### config.mk
export PLATFORM = sky130hd
export DESIGN_NAME = halfwidth_kana_to_fullwidth_core_flat
export DESIGN_NICKNAME = d
export VERILOG_FILES = /design/src/design/hkf_pkg.sv /design/src/design/hkf_if.sv /design/src/design/halfwidth_kana_to_fullwidth_core.sv /design/src/flat_wrapper.sv
export SDC_FILE = /design/constraint.sdc
export NUM_CORES = 1
export LEC_CHECK = 0
export ABC_AREA = 0
export BUFFER_PORTS_ARGS = -buffer_cell sky130_fd_sc_hd__buf_2
export CAP_MARGIN = 20
export CORE_UTILIZATION = 40
export DETAILED_ROUTE_END_ITERATION = 12
export SKIP_CTS_REPAIR_TIMING = 1
export SYNTH_ARGS = -nofsm -noshare
export SYNTH_HDL_FRONTEND = slang
export SYNTH_SLANG_ARGS = --single-unit
### constraint.sdc
create_clock -name clk -period 4.29 [get_ports clk]
set_input_delay 0.2145 -clock clk [delete_from_list [all_inputs] [get_ports clk]]
set_output_delay 0.2145 -clock clk [all_outputs]
set_load 0.01 [all_outputs]
### src/design/hkf_pkg.sv
`timescale 1ns / 1ps

package hkf_pkg;

  typedef logic [1:0]  charset_t;
  typedef logic [15:0] code_t;

  localparam charset_t CS_ASCII = 2'd0;
  localparam charset_t CS_WIDE  = 2'd1;
  localparam charset_t CS_KANA  = 2'd2;

  localparam logic OP_CHAR  = 1'b0;
  localparam logic OP_FLUSH = 1'b1;

  localparam code_t KANA_FIRST  = 16'h0021;
  localparam code_t KANA_LAST   = 16'h005d;
  localparam code_t KANA_VOICED = 16'h005e;
  localparam code_t KANA_SEMI   = 16'h005f;
  localparam code_t ASCII_QMARK = 16'h003f;

  localparam code_t WIDE_U       = 16'h2526;
  localparam code_t WIDE_VU      = 16'h2574;
  localparam code_t WIDE_VOICED  = 16'h212b;
  localparam code_t WIDE_SEMI    = 16'h212c;
  localparam code_t WIDE_KA      = 16'h252b;
  localparam code_t WIDE_CHI     = 16'h2541;
  localparam code_t WIDE_TSU     = 16'h2544;
  localparam code_t WIDE_TO      = 16'h2548;
  localparam code_t WIDE_HA      = 16'h254f;
  localparam code_t WIDE_HI      = 16'h2552;
  localparam code_t WIDE_FU      = 16'h2555;
  localparam code_t WIDE_HE      = 16'h2558;
  localparam code_t WIDE_HO      = 16'h255b;

  localparam int KANA_ENTRIES = 61;
  localparam int KANA_IDX_W   = $clog2(KANA_ENTRIES);

  localparam code_t KANA_MAP [0:KANA_ENTRIES-1] = '{
    16'h2123, 16'h2156, 16'h2157, 16'h2122, 16'h2126, 16'h2572, 16'h2521, 16'h2523,
    16'h2525, 16'h2527, 16'h2529, 16'h2563, 16'h2565, 16'h2567, 16'h2543, 16'h213c,
    16'h2522, 16'h2524, 16'h2526, 16'h2528, 16'h252a, 16'h252b, 16'h252d, 16'h252f,
    16'h2531, 16'h2533, 16'h2535, 16'h2537, 16'h2539, 16'h253b, 16'h253d, 16'h253f,
    16'h2541, 16'h2544, 16'h2546, 16'h2548, 16'h254a, 16'h254b, 16'h254c, 16'h254d,
    16'h254e, 16'h254f, 16'h2552, 16'h2555, 16'h2558, 16'h255b, 16'h255e, 16'h255f,
    16'h2560, 16'h2561, 16'h2562, 16'h2564, 16'h2566, 16'h2568, 16'h2569, 16'h256a,
    16'h256b, 16'h256c, 16'h256d, 16'h256f, 16'h2573
  };

  // Caller guarantees KANA_FIRST <= code <= KANA_LAST
  function automatic code_t kana_lookup(input code_t code);
    code_t                 offs;
    logic [KANA_IDX_W-1:0] idx;
    offs = code - KANA_FIRST;
    idx  = offs[KANA_IDX_W-1:0];
    return KANA_MAP[idx];
  endfunction

  // HA, HI, FU, HE, HO
  function automatic logic is_ha_row(input code_t c);
    return (c == WIDE_HA) || (c == WIDE_HI) || (c == WIDE_FU) ||
           (c == WIDE_HE) || (c == WIDE_HO);
  endfunction

  // KA..CHI and TSU..TO on alternate codes, plus the HA row
  function automatic logic takes_voicing(input code_t c);
    logic ka_row;
    logic ta_row;
    ka_row = (c >= WIDE_KA) && (c <= WIDE_CHI) && c[0];
    ta_row = (c >= WIDE_TSU) && (c <= WIDE_TO) && !c[0];
    return ka_row || ta_row || is_ha_row(c);
  endfunction

endpackage

### src/design/hkf_if.sv
`timescale 1ns / 1ps

interface hkf_in_if;
  import hkf_pkg::*;

  logic     valid;
  logic     ready;
  logic     opcode;
  charset_t in_charset;
  code_t    in_code;

  modport source (output valid, output opcode, output in_charset, output in_code,
                  input ready);
  modport sink   (input valid, input opcode, input in_charset, input in_code,
                  output ready);
endinterface

interface hkf_out_if;
  import hkf_pkg::*;

  logic     valid;
  logic     ready;
  charset_t out_charset;
  code_t    out_code;

  modport source (output valid, output out_charset, output out_code, input ready);
  modport sink   (input valid, input out_charset, input out_code, output ready);
endinterface

### src/design/halfwidth_kana_to_fullwidth_core.sv
`timescale 1ns / 1ps

// Takes one item per cycle; in_if.ready drops only while the result register is
// full and out_if.ready is low.
// A character is held back until the next character or a flush pushes it out;
// the emitted result appears in the cycle after the transfer that releases it.
// Reset (rst_n low, synchronous) empties the hold and the result register.
module halfwidth_kana_to_fullwidth_core (
  input  logic     clk,
  input  logic     rst_n,
  hkf_in_if.sink   in_if,
  hkf_out_if.source out_if
);
  import hkf_pkg::*;

  logic     held_valid_r, held_valid_nxt;
  charset_t held_charset_r, held_charset_nxt;
  code_t    held_code_r, held_code_nxt;

  logic     out_valid_r, out_valid_nxt;
  charset_t out_charset_r, out_charset_nxt;
  code_t    out_code_r, out_code_nxt;

  logic     in_fire;
  logic     wide_held;
  logic     emit;
  charset_t conv_cs;
  code_t    conv_code;

  assign in_if.ready        = !out_valid_r || out_if.ready;
  assign in_fire            = in_if.valid && in_if.ready;
  assign out_if.valid       = out_valid_r;
  assign out_if.out_charset = out_charset_r;
  assign out_if.out_code    = out_code_r;

  assign wide_held = held_valid_r && (held_charset_r == CS_WIDE);

  always_comb begin
    held_valid_nxt   = held_valid_r;
    held_charset_nxt = held_charset_r;
    held_code_nxt    = held_code_r;
    emit             = 1'b0;
    conv_cs          = in_if.in_charset;
    conv_code        = in_if.in_code;

    if (in_fire) begin
      if (in_if.opcode == OP_FLUSH) begin
        emit             = held_valid_r;
        held_valid_nxt   = 1'b0;
        held_charset_nxt = CS_ASCII;
        held_code_nxt    = '0;
      end else begin
        emit = held_valid_r;
        if (in_if.in_charset == CS_KANA) begin
          priority if (in_if.in_code >= KANA_FIRST && in_if.in_code <= KANA_LAST) begin
            conv_cs   = CS_WIDE;
            conv_code = kana_lookup(in_if.in_code);
          end else if (in_if.in_code == KANA_VOICED) begin
            conv_cs   = CS_WIDE;
            conv_code = WIDE_VOICED;
          end else if (in_if.in_code == KANA_SEMI) begin
            conv_cs   = CS_WIDE;
            conv_code = WIDE_SEMI;
          end else begin
            conv_cs   = CS_ASCII;
            conv_code = ASCII_QMARK;
          end
        end
        held_valid_nxt   = 1'b1;
        held_charset_nxt = conv_cs;
        held_code_nxt    = conv_code;

        // sound marks that the held wide syllable can take fold into it and emit nothing
        if (in_if.in_charset == CS_KANA && wide_held) begin
          if (in_if.in_code == KANA_VOICED) begin
            if (held_code_r == WIDE_U) begin
              emit             = 1'b0;
              held_charset_nxt = held_charset_r;
              held_code_nxt    = WIDE_VU;
            end else if (takes_voicing(held_code_r)) begin
              emit             = 1'b0;
              held_charset_nxt = held_charset_r;
              held_code_nxt    = held_code_r + 16'd1;
            end
          end else if (in_if.in_code == KANA_SEMI && is_ha_row(held_code_r)) begin
            emit             = 1'b0;
            held_charset_nxt = held_charset_r;
            held_code_nxt    = held_code_r + 16'd2;
          end
        end
      end
    end

    out_valid_nxt   = out_valid_r && !out_if.ready;
    out_charset_nxt = out_charset_r;
    out_code_nxt    = out_code_r;
    if (emit) begin
      out_valid_nxt   = 1'b1;
      out_charset_nxt = held_charset_r;
      out_code_nxt    = held_code_r;
    end
  end

  always_ff @(posedge clk) begin
    if (!rst_n) begin
      held_valid_r   <= 1'b0;
      held_charset_r <= CS_ASCII;
      held_code_r    <= '0;
      out_valid_r    <= 1'b0;
    end else begin
      held_valid_r   <= held_valid_nxt;
      held_charset_r <= held_charset_nxt;
      held_code_r    <= held_code_nxt;
      out_valid_r    <= out_valid_nxt;
    end
  end

  always_ff @(posedge clk) begin
    out_charset_r <= out_charset_nxt;
    out_code_r    <= out_code_nxt;
  end

endmodule
### src/flat_wrapper.sv
// flat-port wrapper written by rule: the top's interface ports become plain ports
module halfwidth_kana_to_fullwidth_core_flat import hkf_pkg::*;
  (clk, rst_n, in_if_valid, in_if_opcode, in_if_in_charset, in_if_in_code, in_if_ready, out_if_valid, out_if_out_charset, out_if_out_code, out_if_ready);
  hkf_in_if in_if_i ();
  hkf_out_if out_if_i ();
  input  logic clk;
  input  logic rst_n;
  input wire logic [$bits(in_if_i.valid)-1:0] in_if_valid;
  input wire logic [$bits(in_if_i.opcode)-1:0] in_if_opcode;
  input wire logic [$bits(in_if_i.in_charset)-1:0] in_if_in_charset;
  input wire logic [$bits(in_if_i.in_code)-1:0] in_if_in_code;
  output wire logic [$bits(in_if_i.ready)-1:0] in_if_ready;
  output wire logic [$bits(out_if_i.valid)-1:0] out_if_valid;
  output wire logic [$bits(out_if_i.out_charset)-1:0] out_if_out_charset;
  output wire logic [$bits(out_if_i.out_code)-1:0] out_if_out_code;
  input wire logic [$bits(out_if_i.ready)-1:0] out_if_ready;
  assign in_if_i.valid = in_if_valid;
  assign in_if_i.opcode = in_if_opcode;
  assign in_if_i.in_charset = in_if_in_charset;
  assign in_if_i.in_code = in_if_in_code;
  assign in_if_ready = in_if_i.ready;
  assign out_if_valid = out_if_i.valid;
  assign out_if_out_charset = out_if_i.out_charset;
  assign out_if_out_code = out_if_i.out_code;
  assign out_if_i.ready = out_if_ready;
  halfwidth_kana_to_fullwidth_core u_core (.clk(clk), .rst_n(rst_n), .in_if(in_if_i), .out_if(out_if_i));
endmodule
### After elaboration in Yosys (flattened, before gate mapping)

Memories as Yosys holds them, arrays and structs flattened.
Index checks and enable logic that the tools add are counted.

* bits in registers: 38
* memory bits (read-only): 1024
* input port bits: 23
* output and inout bits: 20
* word-level logic and storage cells: 83
* memories kept: 1

* $add $sub $neg: 3
* magnitude comparators: 7
* equal/unequal tests: 13
* mux-type cells: 31
* bitwise operators: 1
* reductions and logical operators: 21

Memories
* (name not given): depth 64, bits a word 16, rd ports 1, clocked after memory_dff 0, wr ports 0, line hkf_pkg.sv:55 `return KANA_MAP[idx];`

Operator list (number)
* 2-to-1 mux 16 bit: 11
* equality test 16 x 14 -> 1 bit, second input constant: 6
* equality test 16 x 7 -> 1 bit, second input constant: 2
* >= comparator 16 x 14 -> 1 bit, second input constant: 2
* <= comparator 16 x 14 -> 1 bit, second input constant: 2
* 2-to-1 mux 2 bit: 9
* adder 16 x 1 -> 16 bit, second input constant: 1
* adder 16 x 2 -> 16 bit, second input constant: 1
* >= comparator 16 x 6 -> 1 bit, second input constant: 1
* <= comparator 16 x 7 -> 1 bit, second input constant: 1
* 2-to-1 mux 14 bit: 1
* logical AND 1 bit: 10
* 2-to-1 mux 1 bit: 10
* inequality test 4 bit, second input constant: 2
* >= comparator 7 bit, second input constant: 1
* logical OR 1 bit: 7
* inverter 6 -> 7 bit: 1
* subtractor 6 bit, second input constant: 1
* inequality test 4 x 3 -> 1 bit, second input constant: 1
* AND reduction 4 bit: 1
* zero test 1 bit: 3
* equality test 2 x 1 -> 1 bit, second input constant: 1
* equality test 2 bit, second input constant: 1

### Depth between registers and ports, before layout

* depth after elaboration: 13
* mapped depth: 14
* mapped depth without buffers: 11

### Worst setup path before layout

No wires, ideal clock.

* path kind: reg2reg
* start: reg u_core.held_code_r[0]
* end: reg u_core.out_charset_r[0] (netlist: u_core.out_if.out_charset[0]), enable pin
* library setup time: 392 ps
* data arrival time: 2832 ps
* required time: 3898 ps
* setup slack: 1065 ps
* cell stages (with the launch flop): 11
* path buffers: 1
* clock period less this slack: 3225 ps
* cells stage by stage: dfxtp_1 clkbuf_1 inv_1 ha_1 mux2i_1 o221ai_1 o2111a_1 a311oi_2 and2_1 o311ai_1 nor2_1

* longest elaborated chain between the ends: 12
* elaborated cells between the ends (all ways): 29
* classes of those cells: order compare: 4; eq/ne: 6; mux: 7; reduce/logical: 12

RTL lines
* start: declaration: line halfwidth_kana_to_fullwidth_core.sv:18 `code_t held_code_r, held_code_nxt;`
* start signal: assignment: line halfwidth_kana_to_fullwidth_core.sv:113 `held_code_r <= held_code_nxt;`
* parallel branches: the longest is 8 deep, another holds >= comparator 16 x 14 -> 1 bit
* 2-to-1 mux 1 bit *: line halfwidth_kana_to_fullwidth_core.sv:75 `if (in_if.in_code == KANA_VOICED) begin`
* 2-to-1 mux 1 bit *: line halfwidth_kana_to_fullwidth_core.sv:74 `if (in_if.in_charset == CS_KANA && wide_held) begin`
* 2-to-1 mux 1 bit *: line halfwidth_kana_to_fullwidth_core.sv:47 `if (in_if.opcode == OP_FLUSH) begin`
* 2-to-1 mux 1 bit *: line halfwidth_kana_to_fullwidth_core.sv:46 `if (in_fire) begin`
* net u_core.emit: line halfwidth_kana_to_fullwidth_core.sv:26 `logic emit;`
* end signal: assignment: line halfwidth_kana_to_fullwidth_core.sv:119 `out_charset_r <= out_charset_nxt;`
* end: declaration: line halfwidth_kana_to_fullwidth_core.sv:21 `charset_t out_charset_r, out_charset_nxt;`

Mark *: on every way through the listed nets, which the timed path passes.
A chain may end at the register's enable or synchronous reset.

### Final worst setup path

* start: reg u_core.held_code_r[0]
* end: reg u_core.out_code_r[12] (netlist: u_core.out_if.out_code[12]), enable pin

* longest elaborated chain between the ends: 12
* elaborated cells between the ends (all ways): 29
* classes of those cells: order compare: 4; eq/ne: 6; mux: 7; reduce/logical: 12

RTL lines
* parallel branches: the longest is 8 deep, another holds >= comparator 16 x 14 -> 1 bit
* 2-to-1 mux 1 bit *: line halfwidth_kana_to_fullwidth_core.sv:75
* 2-to-1 mux 1 bit *: line halfwidth_kana_to_fullwidth_core.sv:74
* 2-to-1 mux 1 bit *: line halfwidth_kana_to_fullwidth_core.sv:47
* 2-to-1 mux 1 bit *: line halfwidth_kana_to_fullwidth_core.sv:46
* net u_core.emit: line halfwidth_kana_to_fullwidth_core.sv:26
* end signal: assignment: line halfwidth_kana_to_fullwidth_core.sv:120 `out_code_r <= out_code_nxt;`
* end: declaration: line halfwidth_kana_to_fullwidth_core.sv:22 `code_t out_code_r, out_code_nxt;`

Marks and branches as above.

==> qor.yml <==
die:
  fp.dieW_um: 89.5
  start_util: 0.418
  num_rows: 31
  core_sq_um: 7330
  die_h_um: 89.5
  die_area_sq_um: 8020
  ios: 43
power_and_ir_drop:
  ir_drop_mv: 0.178
  p_int_uw: 697
  p_per_area_nw_per_um2: 281
  clockPowerShare: 0.383
  swShare: 0.285
  cellLeakagePower_uw: 0.00128
  switchingPower_uw: 277
  pwr-share-seq: 0.420
  pwr-share-comb: 0.197
final_layout:
  synthToLayoutAreaGrowth_pct: 13.1
  final_util: 0.473
  antennaDiodeCount: 0
  fin_area_sq_um: 3470
  fin_cells: 504
  drive_gt1_frac: 0.163
  finish.net_count: 441
placement:
  dp.cells: 496
  dpl.hpwl_mm: 6.76
  gp_congestion: 0.905
  dpl-instance-area_sq_um: 3330
  port_buffers: 42
synth:
  ys_warn_count: 0
  yosysSeqAreaShare: 0.307
  synth_cells: 376
  async_flop_share: 0
  syn-num-nets: 413
  ys_types: 64
  synth_edf_count: 18
  avgSynthCellArea_sq_um: 8.15
  ys_ff_latch: 38
  yosys_most_used_dff: "dfxtp_1"
  synthesis.area_sq_um: 3070
job:
  maxCapViolCount: 0
status:
  status: "finished, final reports clean"
setup_path:
  cp_max_fo: 18
  critPathLaunchType: "flip-flop"
  crit_chain: "inv_1 -> ha_1 -> mux2i_1 -> o221ai_1 -> o2111a_1 -> a311oi_2 -> and2_1 -> o311ai_1 -> nor2_1 -> buf_4"
  required_ps: 4280
  critical_path_class: "flip-flop to flip-flop"
  end_kind: "flip-flop"
  critPathSlowestCell: "dfxtp_1"
  crit_arrival_ps: 3100
  critPathMaxStageDelay_ps: 600
  r2r_slack_ps: 1180
cts:
  cts_buffers: 5
  cts_tree: "done"
  cts_sinks: 38
  root_buffer: "clkbuf_8"
  clkTransAtPathRegs_ps: 80
  clockBufferDepth: 2
  htree_levels: 2
  insertion_delay_ps: 300
route:
  wl_met3_um: 472
  m1WireLength_mm: 4.28
  first_pass_iters: 4
  met2WireLength_mm: 4.10
  ant_nets: 0
  drt_iter0_markers: 201
  drc: 0
  routed_wl_mm: 8.97
  via_per_inst: 6.10
  highest_layer: "met4"
  wire_per_inst_um: 17.8
  vias: 3076
sta:
  worstMarginPinSlew_ps: 698
  rsz0062_at_grt: "no"
  setup_viol: 0
  hold_viol: 0
  fin_setup_tns_ps: 0
  drv_slew: 0
  finClkSkew_ps: 5.84
  fin_crit_ps: 3110
  relSlewSlack: 0.533
  finalCritPeriodShare: 0.724
  fmax_ghz: 0.322
grt:
  grt_pass1_wl_mm: 13.8
  grt_max_degree: 21
  grt_util_all_layers: 0.226
  grt_pass1_vias: 2709
  antenna_found_initial: 0
  grt_overflow: 0
worst_hold_path:
  hp-class: "input pin to flip-flop"
## final timing paths
path              cells after the start                    from                    endpoint
setup / recovery                     10   u_core.held_code_r[0]  u_core.out_if.out_code[12]
setup reg to reg                     10   u_core.held_code_r[0]  u_core.out_if.out_code[12]
hold / removal                        3       in_if_in_code[12]      u_core.held_code_r[12]
hold reg to reg                       0  u_core.held_code_r[14]  u_core.out_if.out_code[14]
## layout make-up
class | count | area (sq um)
inverter | 17 | 63.8
sequential | 38 | 941
fill | 722 | 3860
multi-input combinational | 297 | 1970
clock inverter | 3 | 68.8
clock buffer | 5 | 68.8
timing repair buffer | 45 | 233
tap | 99 | 124
## cells in the final DEF, fill, tap and decap left out, drive strengths merged, types with 3 or more instances in the layout
master,count
a22oi,6
o31ai,5
a211oi,8
a311oi,5
nor2b,10
o221ai,3
buf,45
and3,5
or3,3
nor2,31
o21ai,26
a22o,4
a21o,5
o22ai,3
ha,14
dfxtp,20
inv,17
a2111oi,3
o311ai,6
or2,3
nor4,7
a31oi,8
nand3,9
clkbuf,5
o21a,4
a21oi,25
nand2,30
o2111ai,3
a211o,3
o211ai,4
and2,7
edfxtp,18
nor4b,3
or4,4
nor3b,6
nor3,9
mux2i,4
nand2b,10
## per-stage QoR
| stage | hold slack (ps) | total power (uW) | worst slack (ps) |
|---|---|---|---|
| after floorplan | 377 | 546 | 1070 |
| after global placement | 444 | 607 | 1210 |
| after detailed placement | 443 | 604 | 1210 |
| after CTS | 203 | 968 | 1230 |
| after global routing | 219 | 1010 | 973 |
| final | 200 | 974 | 1180 |
## worst max-delay path: cells and delay by family (launching register included)
kind	cells	cell delay (ps)
AND/OR/NAND/NOR	2	340
multiplexers	1	130
adder cells (fa/ha/maj)	1	230
AO/OA/AOI/OAI	4	1090
flip-flops	1	600
buffers and inverters	2	390
## synth_stat cells, types with 7 or more instances
library cell / instances / area, sq um
a211oi_1: 8 / 60.1
nor2_1: 31 / 116
a31oi_1: 8 / 50.1
dfxtp_1: 20 / 400
edfxtp_1: 18 / 541
nand3_1: 9 / 45.0
and2_1: 7 / 43.8
nand2_1: 30 / 113
nand2b_1: 10 / 62.6
ha_1: 14 / 175
nor3_1: 9 / 45.0
o21ai_0: 22 / 110
a21oi_1: 23 / 115
clkbuf_1: 20 / 75.1
nor2b_1: 10 / 62.6
inv_1: 17 / 63.8
## cell families (layout without fill, tap and decap cells)
kind of cell,Yosys count,after routing,share of synthesized area
buffers and inverters,41,70,0.0510
DFF,38,38,0.307
and+or+nand+nor,142,142,0.256
adders and majority gates,14,14,0.0571
muxes,4,4,0.0131
AOI/OAI and AO/OA,134,134,0.307
xor gates and xnor gates,3,3,0.00857
## flip-flops by register name (all words and copies together), names as in the netlist
name	cells
u_core.held_valid_r	1
u_core.held_code_r	16
u_core.out_if.out_charset	2
u_core.held_charset_r	2
u_core.out_if.valid	1
u_core.out_if.out_code	16
## power groups by stage
stage	Clock (uW)	Sequential (uW)	Combinational [uW]
after floorplan	0	411	135
after global placement	0	417	191
after detailed placement	0	417	187
after CTS	371	409	189
after global routing	383	412	210
final	374	409	192
## per-layer routing
layer	vias up	track usage
met4	0	0.0620
met3	15	0.0369
met1	1458	0.314
met2	114	0.360
li1	1489	-
met5	-	0
(Power assumes the default switching activity.)
